===== src/rtl/bfnc_pkg.sv =====
// Shared types and constants of the bit set find-next and count block.
// Used by bfnc_ctrl, bfnc_dpath and the top level; depends on nothing.
`default_nettype none

package bfnc_pkg;

  localparam int unsigned WORD_BITS  = 64;
  localparam int unsigned ACTION_W   = 3;
  localparam int unsigned ELEM_W     = 10;
  localparam int unsigned CNT_W      = 11;
  localparam int unsigned CFG_W      = 5;
  localparam int unsigned BIT_SEL_W  = $clog2(WORD_BITS);

  localparam logic [CFG_W-1:0] CFG_RESET = 5'd16;
  localparam logic [CNT_W-1:0] CNT_MAX   = '1;

  localparam logic [WORD_BITS-1:0] M_EVEN  = 64'h5555555555555555;
  localparam logic [WORD_BITS-1:0] M_PAIR  = 64'h3333333333333333;
  localparam logic [WORD_BITS-1:0] M_NIBL  = 64'h0f0f0f0f0f0f0f0f;
  localparam logic [WORD_BITS-1:0] M_LOW32 = 64'h00000000ffffffff;

  // Trailing zero count of a nibble; the all-zero nibble counts as four.
  localparam logic [2:0] LOW_NIBBLE_ZEROS [16] = '{
    3'd4, 3'd0, 3'd1, 3'd0, 3'd2, 3'd0, 3'd1, 3'd0,
    3'd3, 3'd0, 3'd1, 3'd0, 3'd2, 3'd0, 3'd1, 3'd0
  };

  typedef enum logic [ACTION_W-1:0] {
    ACT_SET       = 3'd0,
    ACT_CLEAR     = 3'd1,
    ACT_FIND      = 3'd2,
    ACT_COUNT     = 3'd3,
    ACT_CLEAR_ALL = 3'd4
  } bfnc_action_e;

  // Commands from the controller to the datapath.
  typedef struct packed {
    logic load;       // capture an accepted item
    logic rd;         // read the word at the pointer
    logic ptr_inc;    // advance the word pointer
    logic wr_modify;  // write back the read word with one bit set or cleared
    logic wr_zero;    // write zero at the pointer
    logic scan;       // examine the read word for a find
    logic pop_en;     // take the population count of the read word
    logic locate;     // resolve the bit position inside the hit word
    logic err_set;    // flag a range error
    logic out_load;   // move the result into the output register
  } bfnc_cmd_t;

  // Status from the datapath to the controller.
  typedef struct packed {
    logic [ACTION_W-1:0] action;
    logic                start_ok;   // element lies inside the active words
    logic                hit;        // read word has a set bit at or after start
    logic                rd_last;    // read word is the last active word
    logic                ptr_last;   // pointer is at the last active word
    logic                init_last;  // pointer is at the last physical word
    logic                out_busy;   // output holds an item that is not taken
  } bfnc_status_t;

endpackage

`default_nettype wire


===== src/rtl/bfnc_ctrl.sv =====
// Controller state machine of the bit set block: sequences the clearing pass,
// decodes each item and steps the datapath. Depends on bfnc_pkg.
`default_nettype none

module bfnc_ctrl (
  input  wire                   clk_i,
  input  wire                   rst_ni,
  input  wire                   in_valid_i,
  output logic                  in_ready_o,
  input  bfnc_pkg::bfnc_status_t status_i,
  output bfnc_pkg::bfnc_cmd_t    cmd_o
);
  import bfnc_pkg::*;

  typedef enum logic [9:0] {
    ST_INIT     = 10'b0000000001,
    ST_IDLE     = 10'b0000000010,
    ST_DECODE   = 10'b0000000100,
    ST_MODIFY   = 10'b0000001000,
    ST_SCAN     = 10'b0000010000,
    ST_LOCATE   = 10'b0000100000,
    ST_COUNT    = 10'b0001000000,
    ST_CNT_TAIL = 10'b0010000000,
    ST_WIPE     = 10'b0100000000,
    ST_RESULT   = 10'b1000000000
  } state_e;

  state_e state_q, state_d;

  always_ff @(posedge clk_i or negedge rst_ni) begin
    if (!rst_ni) begin
      state_q <= ST_INIT;
    end else begin
      state_q <= state_d;
    end
  end

  always_comb begin
    state_d    = state_q;
    cmd_o      = '0;
    in_ready_o = 1'b0;
    unique case (state_q)
      ST_INIT: begin
        cmd_o.wr_zero = 1'b1;
        cmd_o.ptr_inc = 1'b1;
        if (status_i.init_last) begin
          state_d = ST_IDLE;
        end
      end
      ST_IDLE: begin
        in_ready_o = 1'b1;
        if (in_valid_i) begin
          cmd_o.load = 1'b1;
          state_d    = ST_DECODE;
        end
      end
      ST_DECODE: begin
        unique case (status_i.action) inside
          ACT_SET, ACT_CLEAR: begin
            if (status_i.start_ok) begin
              cmd_o.rd = 1'b1;
              state_d  = ST_MODIFY;
            end else begin
              cmd_o.err_set = 1'b1;
              state_d       = ST_RESULT;
            end
          end
          ACT_FIND: begin
            if (status_i.start_ok) begin
              cmd_o.rd      = 1'b1;
              cmd_o.ptr_inc = 1'b1;
              state_d       = ST_SCAN;
            end else begin
              state_d = ST_RESULT;
            end
          end
          ACT_COUNT: begin
            cmd_o.rd      = 1'b1;
            cmd_o.ptr_inc = 1'b1;
            state_d       = ST_COUNT;
          end
          ACT_CLEAR_ALL: begin
            state_d = ST_WIPE;
          end
          default: begin
            state_d = ST_RESULT;
          end
        endcase
      end
      ST_MODIFY: begin
        cmd_o.wr_modify = 1'b1;
        state_d         = ST_RESULT;
      end
      ST_SCAN: begin
        cmd_o.scan    = 1'b1;
        cmd_o.rd      = 1'b1;
        cmd_o.ptr_inc = 1'b1;
        if (status_i.hit) begin
          state_d = ST_LOCATE;
        end else if (status_i.rd_last) begin
          state_d = ST_RESULT;
        end
      end
      ST_LOCATE: begin
        cmd_o.locate = 1'b1;
        state_d      = ST_RESULT;
      end
      ST_COUNT: begin
        cmd_o.pop_en  = 1'b1;
        cmd_o.rd      = 1'b1;
        cmd_o.ptr_inc = 1'b1;
        if (status_i.rd_last) begin
          state_d = ST_CNT_TAIL;
        end
      end
      ST_CNT_TAIL: begin
        // The count of the last word is added in this cycle.
        state_d = ST_RESULT;
      end
      ST_WIPE: begin
        cmd_o.wr_zero = 1'b1;
        cmd_o.ptr_inc = 1'b1;
        if (status_i.ptr_last) begin
          state_d = ST_RESULT;
        end
      end
      ST_RESULT: begin
        if (!status_i.out_busy) begin
          cmd_o.out_load = 1'b1;
          state_d        = ST_IDLE;
        end
      end
      default: begin
        state_d = ST_IDLE;
      end
    endcase
  end

endmodule

`default_nettype wire


===== src/rtl/bfnc_dpath.sv =====
// Datapath of the bit set block: word memory, word pointer, find and count
// logic, configuration register and output register. Depends on bfnc_pkg.
`default_nettype none

module bfnc_dpath #(
  parameter int unsigned MAX_WORDS = 16
) (
  input  wire                                clk_i,
  input  wire                                rst_ni,
  input  wire                                cfg_valid_i,
  input  wire  [bfnc_pkg::CFG_W-1:0]         cfg_data_i,
  input  wire  [bfnc_pkg::ACTION_W-1:0]      item_action_i,
  input  wire  [bfnc_pkg::ELEM_W-1:0]        item_elem_i,
  input  bfnc_pkg::bfnc_cmd_t                cmd_i,
  output bfnc_pkg::bfnc_status_t             status_o,
  input  wire                                out_ready_i,
  output logic                               out_valid_o,
  output logic                               out_found_o,
  output logic [bfnc_pkg::ELEM_W-1:0]        out_pos_o,
  output logic [bfnc_pkg::CNT_W-1:0]         out_cnt_o,
  output logic                               out_err_o
);
  import bfnc_pkg::*;

  localparam int unsigned WIDX_W = (MAX_WORDS > 1) ? $clog2(MAX_WORDS) : 1;
  localparam int unsigned PTR_W  = $clog2(MAX_WORDS + 1);
  localparam int unsigned CMP_W  = (PTR_W > CFG_W) ? PTR_W : CFG_W;
  localparam int unsigned POP_W  = $clog2(WORD_BITS + 1);

  function automatic logic [POP_W-1:0] pop_word(input logic [WORD_BITS-1:0] w);
    logic [WORD_BITS-1:0] v;
    v = (w & M_EVEN) + ((w >> 1) & M_EVEN);
    v = (v & M_PAIR) + ((v >> 2) & M_PAIR);
    v = (v & M_NIBL) + ((v >> 4) & M_NIBL);
    v = v + (v >> 8);
    v = v + (v >> 16);
    v = v + (v >> 32);
    return v[POP_W-1:0];
  endfunction

  function automatic logic [BIT_SEL_W-1:0] lowest_one(input logic [WORD_BITS-1:0] w);
    logic [WORD_BITS-1:0] v;
    logic [BIT_SEL_W-1:0] n;
    v = w;
    n = '0;
    if ((v & M_LOW32) == '0) begin
      n = n + BIT_SEL_W'(32);
      v = v >> 32;
    end
    if (v[15:0] == '0) begin
      n = n + BIT_SEL_W'(16);
      v = v >> 16;
    end
    if (v[7:0] == '0) begin
      n = n + BIT_SEL_W'(8);
      v = v >> 8;
    end
    if (v[3:0] == '0) begin
      n = n + BIT_SEL_W'(4);
      v = v >> 4;
    end
    return n + BIT_SEL_W'(LOW_NIBBLE_ZEROS[v[3:0]]);
  endfunction

  // Configuration and the active word count derived from it.
  logic [CFG_W-1:0] cfg_q;
  logic [CMP_W-1:0] nw, nw_last, cfg_ext;

  always_ff @(posedge clk_i or negedge rst_ni) begin
    if (!rst_ni) begin
      cfg_q <= CFG_RESET;
    end else if (cfg_valid_i) begin
      cfg_q <= cfg_data_i;
    end
  end

  always_comb begin
    cfg_ext = CMP_W'(cfg_q);
    if (cfg_ext == '0) begin
      nw = CMP_W'(1);
    end else if (cfg_ext > CMP_W'(MAX_WORDS)) begin
      nw = CMP_W'(MAX_WORDS);
    end else begin
      nw = cfg_ext;
    end
    nw_last = nw - CMP_W'(1);
  end

  // Item registers.
  logic [ACTION_W-1:0] action_q;
  logic [ELEM_W-1:0]   elem_q;
  logic [3:0]          start_word;

  always_ff @(posedge clk_i) begin
    if (cmd_i.load) begin
      action_q <= item_action_i;
      elem_q   <= item_elem_i;
    end
  end

  assign start_word = elem_q[ELEM_W-1:BIT_SEL_W];

  // Word pointer and the index of the word held in the read register.
  logic [PTR_W-1:0] ptr_q, ptr_d, rd_word_q;
  logic             rd_en;

  always_comb begin
    ptr_d = ptr_q;
    if (cmd_i.load) begin
      if (item_action_i == ACT_COUNT || item_action_i == ACT_CLEAR_ALL) begin
        ptr_d = '0;
      end else begin
        ptr_d = PTR_W'(item_elem_i[ELEM_W-1:BIT_SEL_W]);
      end
    end else if (cmd_i.ptr_inc) begin
      ptr_d = ptr_q + PTR_W'(1);
    end
  end

  always_ff @(posedge clk_i or negedge rst_ni) begin
    if (!rst_ni) begin
      ptr_q <= '0;
    end else begin
      ptr_q <= ptr_d;
    end
  end

  // The scan runs one word ahead, so never read past the last physical word.
  assign rd_en = cmd_i.rd && (ptr_q < PTR_W'(MAX_WORDS));

  always_ff @(posedge clk_i) begin
    if (rd_en) begin
      rd_word_q <= ptr_q;
    end
  end

  // Word memory with one shared address.
  logic [WORD_BITS-1:0] mem_q [MAX_WORDS];
  logic [WORD_BITS-1:0] rdata_q, wdata, bit_mask;
  logic                 wr_en;
  logic [WIDX_W-1:0]    addr;

  assign addr     = ptr_q[WIDX_W-1:0];
  assign bit_mask = WORD_BITS'(1) << elem_q[BIT_SEL_W-1:0];
  assign wr_en    = cmd_i.wr_zero || cmd_i.wr_modify;

  always_comb begin
    if (cmd_i.wr_zero) begin
      wdata = '0;
    end else if (action_q == ACT_SET) begin
      wdata = rdata_q | bit_mask;
    end else begin
      wdata = rdata_q & ~bit_mask;
    end
  end

  always_ff @(posedge clk_i) begin
    if (wr_en) begin
      mem_q[addr] <= wdata;
    end
    if (rd_en) begin
      rdata_q <= mem_q[addr];
    end
  end

  // Find: the first word examined ignores bits below the start element.
  logic                 first_q;
  logic [WORD_BITS-1:0] scan_mask, masked, hit_word_q;
  logic [PTR_W-1:0]     hit_idx_q;
  logic                 hit;

  assign scan_mask = first_q ? ({WORD_BITS{1'b1}} << elem_q[BIT_SEL_W-1:0])
                             : {WORD_BITS{1'b1}};
  assign masked    = rdata_q & scan_mask;
  assign hit       = masked != '0;

  always_ff @(posedge clk_i) begin
    if (cmd_i.load) begin
      first_q <= 1'b1;
    end else if (cmd_i.scan) begin
      first_q <= 1'b0;
    end
    if (cmd_i.scan && hit) begin
      hit_word_q <= masked;
      hit_idx_q  <= rd_word_q;
    end
  end

  // Count: population count is registered, then added with saturation.
  logic [POP_W-1:0] pop_q;
  logic             pop_vld_q;
  logic [CNT_W:0]   acc_sum;
  logic [CNT_W-1:0] acc_q;

  assign acc_sum = {1'b0, acc_q} + (CNT_W + 1)'(pop_q);

  always_ff @(posedge clk_i or negedge rst_ni) begin
    if (!rst_ni) begin
      pop_vld_q <= 1'b0;
    end else begin
      pop_vld_q <= cmd_i.pop_en;
    end
  end

  always_ff @(posedge clk_i) begin
    if (cmd_i.pop_en) begin
      pop_q <= pop_word(rdata_q);
    end
  end

  // Result registers of the item in work.
  logic             res_found_q, res_err_q;
  logic [ELEM_W-1:0] res_pos_q;

  always_ff @(posedge clk_i) begin
    if (cmd_i.load) begin
      res_found_q <= 1'b0;
      res_err_q   <= 1'b0;
      res_pos_q   <= '0;
      acc_q       <= '0;
    end else begin
      if (cmd_i.err_set) begin
        res_err_q <= 1'b1;
      end
      if (cmd_i.locate) begin
        res_found_q <= 1'b1;
        res_pos_q   <= ELEM_W'({hit_idx_q, lowest_one(hit_word_q)});
      end
      if (pop_vld_q) begin
        acc_q <= acc_sum[CNT_W] ? CNT_MAX : acc_sum[CNT_W-1:0];
      end
    end
  end

  // Output register.
  logic out_valid_q;

  always_ff @(posedge clk_i or negedge rst_ni) begin
    if (!rst_ni) begin
      out_valid_q <= 1'b0;
    end else if (cmd_i.out_load) begin
      out_valid_q <= 1'b1;
    end else if (out_ready_i) begin
      out_valid_q <= 1'b0;
    end
  end

  always_ff @(posedge clk_i) begin
    if (cmd_i.out_load) begin
      out_found_o <= res_found_q;
      out_pos_o   <= res_pos_q;
      out_cnt_o   <= acc_q;
      out_err_o   <= res_err_q;
    end
  end

  assign out_valid_o = out_valid_q;

  always_comb begin
    status_o.action    = action_q;
    status_o.start_ok  = CMP_W'(start_word) < nw;
    status_o.hit       = hit;
    status_o.rd_last   = CMP_W'(rd_word_q) == nw_last;
    status_o.ptr_last  = CMP_W'(ptr_q) == nw_last;
    status_o.init_last = ptr_q == PTR_W'(MAX_WORDS - 1);
    status_o.out_busy  = out_valid_q && !out_ready_i;
  end

endmodule

`default_nettype wire


===== src/rtl/bitset_find_next_and_count.sv =====
// Bit set with set, clear, find-next-set, count and clear-all actions.
//
// Items enter on the s_axis channel: tuser carries the action, tdata the
// element index. Every item gives one result item on the m_axis channel. The
// user writes the active size on the cfg channel only while the block idles.
//
// The block itself does not enforce the idle rule for the cfg channel. A set
// or clear reads the addressed word and writes it back; a find reads the
// active words from the word of the start element on until a set element
// turns up or the last active word is examined; a count reads every active
// word; clear all writes zero to every active word. An out-of-range set or
// clear, an unknown action and a find starting outside the set touch no
// word. The word memory has a single port, which serves one word per cycle.
// One item is in work at a time; the next one is taken while a finished
// result waits in the output register.
//
// After reset the block clears all MAX_WORDS words, one per cycle, before it
// takes the first item; configuration writes are taken at any time. When the
// receiver stalls, the result holds and the block stops after the next item.
`default_nettype none

module bitset_find_next_and_count #(
  parameter int unsigned MAX_WORDS = 16
) (
  input  wire         clk_i,
  input  wire         rst_ni,
  // Configuration: words_in_use.
  input  wire         cfg_valid_i,
  output logic        cfg_ready_o,
  input  wire  [4:0]  cfg_data_i,
  // Input items.
  input  wire         s_axis_tvalid,
  output logic        s_axis_tready,
  input  wire  [15:0] s_axis_tdata,   // [9:0] element_index, [15:10] zero
  input  wire  [2:0]  s_axis_tuser,   // [2:0] action
  // Result items.
  output logic        m_axis_tvalid,
  input  wire         m_axis_tready,
  output logic [23:0] m_axis_tdata,   // [9:0] found_position, [20:10] set_count,
                                      // [23:21] zero
  output logic [1:0]  m_axis_tuser    // [0] found, [1] range_error
);
  import bfnc_pkg::*;

  bfnc_cmd_t    cmd;
  bfnc_status_t status;

  logic              out_found, out_err;
  logic [ELEM_W-1:0] out_pos;
  logic [CNT_W-1:0]  out_cnt;

  assign cfg_ready_o = 1'b1;

  bfnc_ctrl u_ctrl (
    .clk_i      (clk_i),
    .rst_ni     (rst_ni),
    .in_valid_i (s_axis_tvalid),
    .in_ready_o (s_axis_tready),
    .status_i   (status),
    .cmd_o      (cmd)
  );

  bfnc_dpath #(
    .MAX_WORDS (MAX_WORDS)
  ) u_dpath (
    .clk_i         (clk_i),
    .rst_ni        (rst_ni),
    .cfg_valid_i   (cfg_valid_i),
    .cfg_data_i    (cfg_data_i),
    .item_action_i (s_axis_tuser),
    .item_elem_i   (s_axis_tdata[ELEM_W-1:0]),
    .cmd_i         (cmd),
    .status_o      (status),
    .out_ready_i   (m_axis_tready),
    .out_valid_o   (m_axis_tvalid),
    .out_found_o   (out_found),
    .out_pos_o     (out_pos),
    .out_cnt_o     (out_cnt),
    .out_err_o     (out_err)
  );

  assign m_axis_tdata = {3'b000, out_cnt, out_pos};
  assign m_axis_tuser = {out_err, out_found};

endmodule

`default_nettype wire


===== config.mk =====
export PLATFORM = sky130hd
export DESIGN_NAME = bitset_find_next_and_count
export DESIGN_NICKNAME = d
export VERILOG_FILES = /design/src/rtl/bfnc_pkg.sv /design/src/rtl/bfnc_ctrl.sv /design/src/rtl/bfnc_dpath.sv /design/src/rtl/bitset_find_next_and_count.sv
export SDC_FILE = /design/constraint.sdc
export NUM_CORES = 2
export LEC_CHECK = 0
export ABC_AREA = 1
export BUFFER_PORTS_ARGS = -buffer_cell sky130_fd_sc_hd__buf_2
export CAP_MARGIN = 20
export CELL_PAD_IN_SITES_DETAIL_PLACEMENT = 1
export CELL_PAD_IN_SITES_GLOBAL_PLACEMENT = 1
export CORE_ASPECT_RATIO = 0.75
export CORE_UTILIZATION = 40
export CTS_CLUSTER_SIZE = 24
export DETAILED_ROUTE_END_ITERATION = 16
export PLACE_DENSITY_LB_ADDON = 0.1
export SETUP_SLACK_MARGIN = 0.05
export SLEW_MARGIN = 20
export SYNTH_ARGS = -nofsm -noshare
export SYNTH_HDL_FRONTEND = slang
export SYNTH_SLANG_ARGS = --single-unit

===== constraint.sdc =====
create_clock -name clk_i -period 5.8 [get_ports clk_i]
set_input_delay 1.16 -clock clk_i [delete_from_list [all_inputs] [get_ports clk_i]]
set_output_delay 1.16 -clock clk_i [all_outputs]
set_load 0.01 [all_outputs]

==> flow_summary.toml <==
[timing]
fmax_mhz = 194
final.min_clock_period_ns = 5.15
slew_headroom_pct = 22.0
tightestPinTransition_ns = 1.17
finalCritPeriodShare_pct = 88.7
clock-skew-final_ns = 0.0354
rsz0062_at_grt = "false"
hold_violations = 0
slew_viol_final = 0
setup_tns_ns = 0
setup_violations = 0

[status]
status = "completed"

[worst_setup_path]
cp-start-kind = "register"
crit_path_start = "u_dpath.rdata_q[63]"
cp_slowest_stage_delay_ns = 0.57
worstPathArrival_ns = 5.68
path_delay_family = "adder cells"
critPathRequiredTime_ns = 6.33
critPathKind = "reg -> reg"
rr_startpoint = "u_dpath.rdata_q[63]"
crit_path_top_delay_cell = "fa_1"
worstPathMaxFanout = 4
path_buf_inv = 3
crit_path_end_kind = "register"
cp_cell_sequence = "ha_1 -> ha_1 -> fa_1 -> fa_1 -> fa_1 -> xor2_1 -> ha_1 -> a21oi_1 -> inv_1 -> a31oi_1 -> xor2_1 -> inv_1 -> ha_1 -> inv_1 -> nor2_1 -> o21ai_0 -> nand2_1 -> xor2_1"
path_common_cell = "ha_1"

[run]
drv_cap = 0

[global_routing]
antenna_found_initial = 18
grt_pass1_wl_um = 243000
grt_use_total_pct = 24.6
grt_max_degree = 187
gr-total-overflow = 0
grt_pass1_vias = 35037

[finish]
final_nets = 4613
antenna_cells = 0
drive_gt1_share_pct = 9.17
area_delta_synth_final_pct = 12.6
register_area_um2 = 37200
fillers = 13648
fin_area_um2 = 59900
fin_cells = 6282
multi_input_area_um2 = 14500

[floorplanning]
ios = 58
start_util_pct = 40.5
rows = 115
die_h_um = 318
die_area_um2 = 134000
core_area_um2 = 132000
die_w_um = 423

[cts]
postCtsSetupRepairBufs = 0
htreeDepth = 4
cts_resized = 0
cts_made_buffers = 130
cts_num_sinks = 1250
insertion_delay_ns = 0.79
clk_path_buf_depth = 3
clk_root_buffer_cell = "clkbuf_16"
cts_tree = "done"
ctsHoldBuffers = 0
path_clk_slew_ns = 0.06

[yosys]
yosysUniqueCellTypes = 56
ys_seq_area_share_pct = 69.9
synthArstFlopShare_pct = 1.76
synth_area_leaders = "edfxtp_1 (68%), o21ai_0 (5.5%), nor2_1 (4.9%)"
yosys.area.top_type_share_pct = 68.0
synth_seq_cells = 1250
syn_inst = 4391
synth_edf_count = 1204
ys_warn_count = 0
yosys_most_used_dff = "edfxtp_1"
postSynthAreaPerCell_um2 = 12.1
synth_top_cell_by_area = "edfxtp_1"
syn_area_um2 = 53200

[pwr]
power.density_nw_per_um2 = 611
p_leak_nw = 20.6
irDropWorstVdd_v = 0.00168

[drt]
drt_iter0_markers = 3304
vias = 35702
first_pass_iters = 5
wl_per_cell_um = 26.7
viasPerCell = 5.68
ant_nets = 0
drcViolationCount = 0
wirelength_um = 168000

[placed_design]
placed_cells = 6052
dpl-instance-area_um2 = 56000
place_hpwl_um = 97500
io_buffers = 47
gp_congestion = 0.924

[min_path]
hold_path.class = "in -> async"
==> metrics by stage <==
step | setup slack [ns] | hold WS, ns | power [mW] | util, %
2_1_floorplan | 0.136 | 0.403 | 23.4 | -
3_3_place_gp | 0.755 | 0.417 | 28.7 | 42.5
3_5_place_dp | 0.724 | 0.419 | 28.8 | 42.5
4_1_cts | 0.723 | 0.341 | 36.8 | 45.5
5_1_grt | 0.479 | 0.405 | 38.6 | 45.6
6_report | 0.654 | 0.382 | 36.6 | 45.6
==> synthesized netlist by cell type (7+ instances only) <==
cell type,n
a21oi_1,117
nand4_1,92
o31ai_1,8
o21ai_0,589
edfxtp_1,1204
nand2_2,17
buf_4,7
dfxtp_1,24
nand3_1,103
clkbuf_1,229
a31oi_1,8
o22ai_1,257
mux2i_1,8
dfrtp_1,20
nor3_1,20
nor4_1,18
buf_1,9
o211ai_1,8
nand2_1,499
inv_2,7
ha_1,122
nor2_1,690
xor2_1,38
inv_1,194
fa_1,32
==> layout by cell type (no fill, tap or decap), types with 7 or more instances in the layout <==
master	synthesis	routed
ha_1	122	122
inv_1	194	192
edfxtp_1	1204	1204
nand2_1	499	498
inv_6	0	7
buf_4	7	90
o21ai_0	589	589
nand3_1	103	103
buf_12	0	19
o31ai_1	8	8
buf_2	3	47
a21oi_1	117	103
a21oi_2	2	15
dfxtp_1	24	24
clkbuf_16	0	135
clkinv_2	0	17
nor3_1	20	19
mux2i_1	8	8
clkinv_1	2	28
nor4_1	18	18
a31oi_1	8	8
o22ai_1	257	257
nor2_4	6	27
nor2_2	3	8
clkbuf_1	229	36
xor2_1	38	38
nand2_2	17	17
dfrtp_1	20	18
o211ai_1	8	8
fa_1	32	32
nand4_1	92	92
nor2_1	690	664
==> power breakdown <==
group          internal, mW  switching (mW)  leakage (nW)
registers              11.2           0.286          11.3
clock network          4.38            3.58          1.92
logic                  5.74            11.4          7.39
total                  21.4            15.2          20.6
==> area by class of cell <==
| cell class | count | area share (%) |
|---|---|---|
| Tap cell | 1755 | 3.66 |
| Clock inverter | 57 | 0.647 |
| Timing Repair Buffer | 156 | 2.16 |
| Inverter | 203 | 1.30 |
| Sequential cell | 1250 | 62.1 |
| Clock buffer | 172 | 5.89 |
| Multi-Input combinational cell | 2689 | 24.3 |
==> registers in the layout, summed over array words and instances (netlist names) <==
register,count
u_dpath.elem_q,10
u_dpath.out_valid_o,1
u_dpath.first_q,1
u_dpath.rdata_q,64
u_dpath.res_found_q,1
u_dpath.rd_word_q,5
u_ctrl.state_q,10
u_dpath.out_err_o,1
u_dpath.hit_word_q,64
u_dpath.cfg_ext,5
u_dpath.mem_q,1024
u_dpath.res_err_q,1
u_dpath.out_found_o,1
u_dpath.pop_q,7
u_dpath.out_cnt_o,11
u_dpath.action_q,3
u_dpath.acc_q,11
u_dpath.ptr_q,5
u_dpath.pop_vld_q,1
u_dpath.out_pos_o,10
u_dpath.hit_idx_q,4
u_dpath.res_pos_q,10
==> routing by layer <==
| metal | vias to the layer above | track usage [%] | wire, um |
|---|---|---|---|
| met5 | - | 0 | 26 |
| met4 | 4 | 7.34 | 4040 |
| met3 | 227 | 3.95 | 9690 |
| met2 | 958 | 35.6 | 72400 |
| met1 | 18517 | 37.9 | 81400 |
| li1 | 15996 | - | - |
==> kinds of logic (layout without fill, tap and decap cells) <==
kind of cell	after synthesis	after routing	synth area share (%)
compound gates	1019	1019	10.4
xor+xnor	44	44	0.724
fa+ha+maj	154	154	4.07
buf+inv	454	588	3.31
flops	1250	1250	69.9
mux	10	10	0.193
other cells	2	4	0.0141
simple gates	1458	1458	11.4
==> worst paths after layout <==
| check | end | slack [ns] | depth (start not counted) |
|---|---|---|---|
| worst max-delay path | u_dpath.pop_q[5] | 0.65 | 18 |
| worst min-delay path | u_ctrl.state_q[9] | 0.38 | 1 |
| worst max register to register | u_dpath.pop_q[5] | 0.65 | 18 |
| worst min register to register | u_dpath.out_pos_o[8] | 0.43 | 0 |
| max in group asynchronous | u_dpath.ptr_q[1] | 4.96 | 1 |
| min in group clk_i | u_dpath.out_pos_o[8] | 0.43 | 0 |
Power figures use the tool's default switching activity.
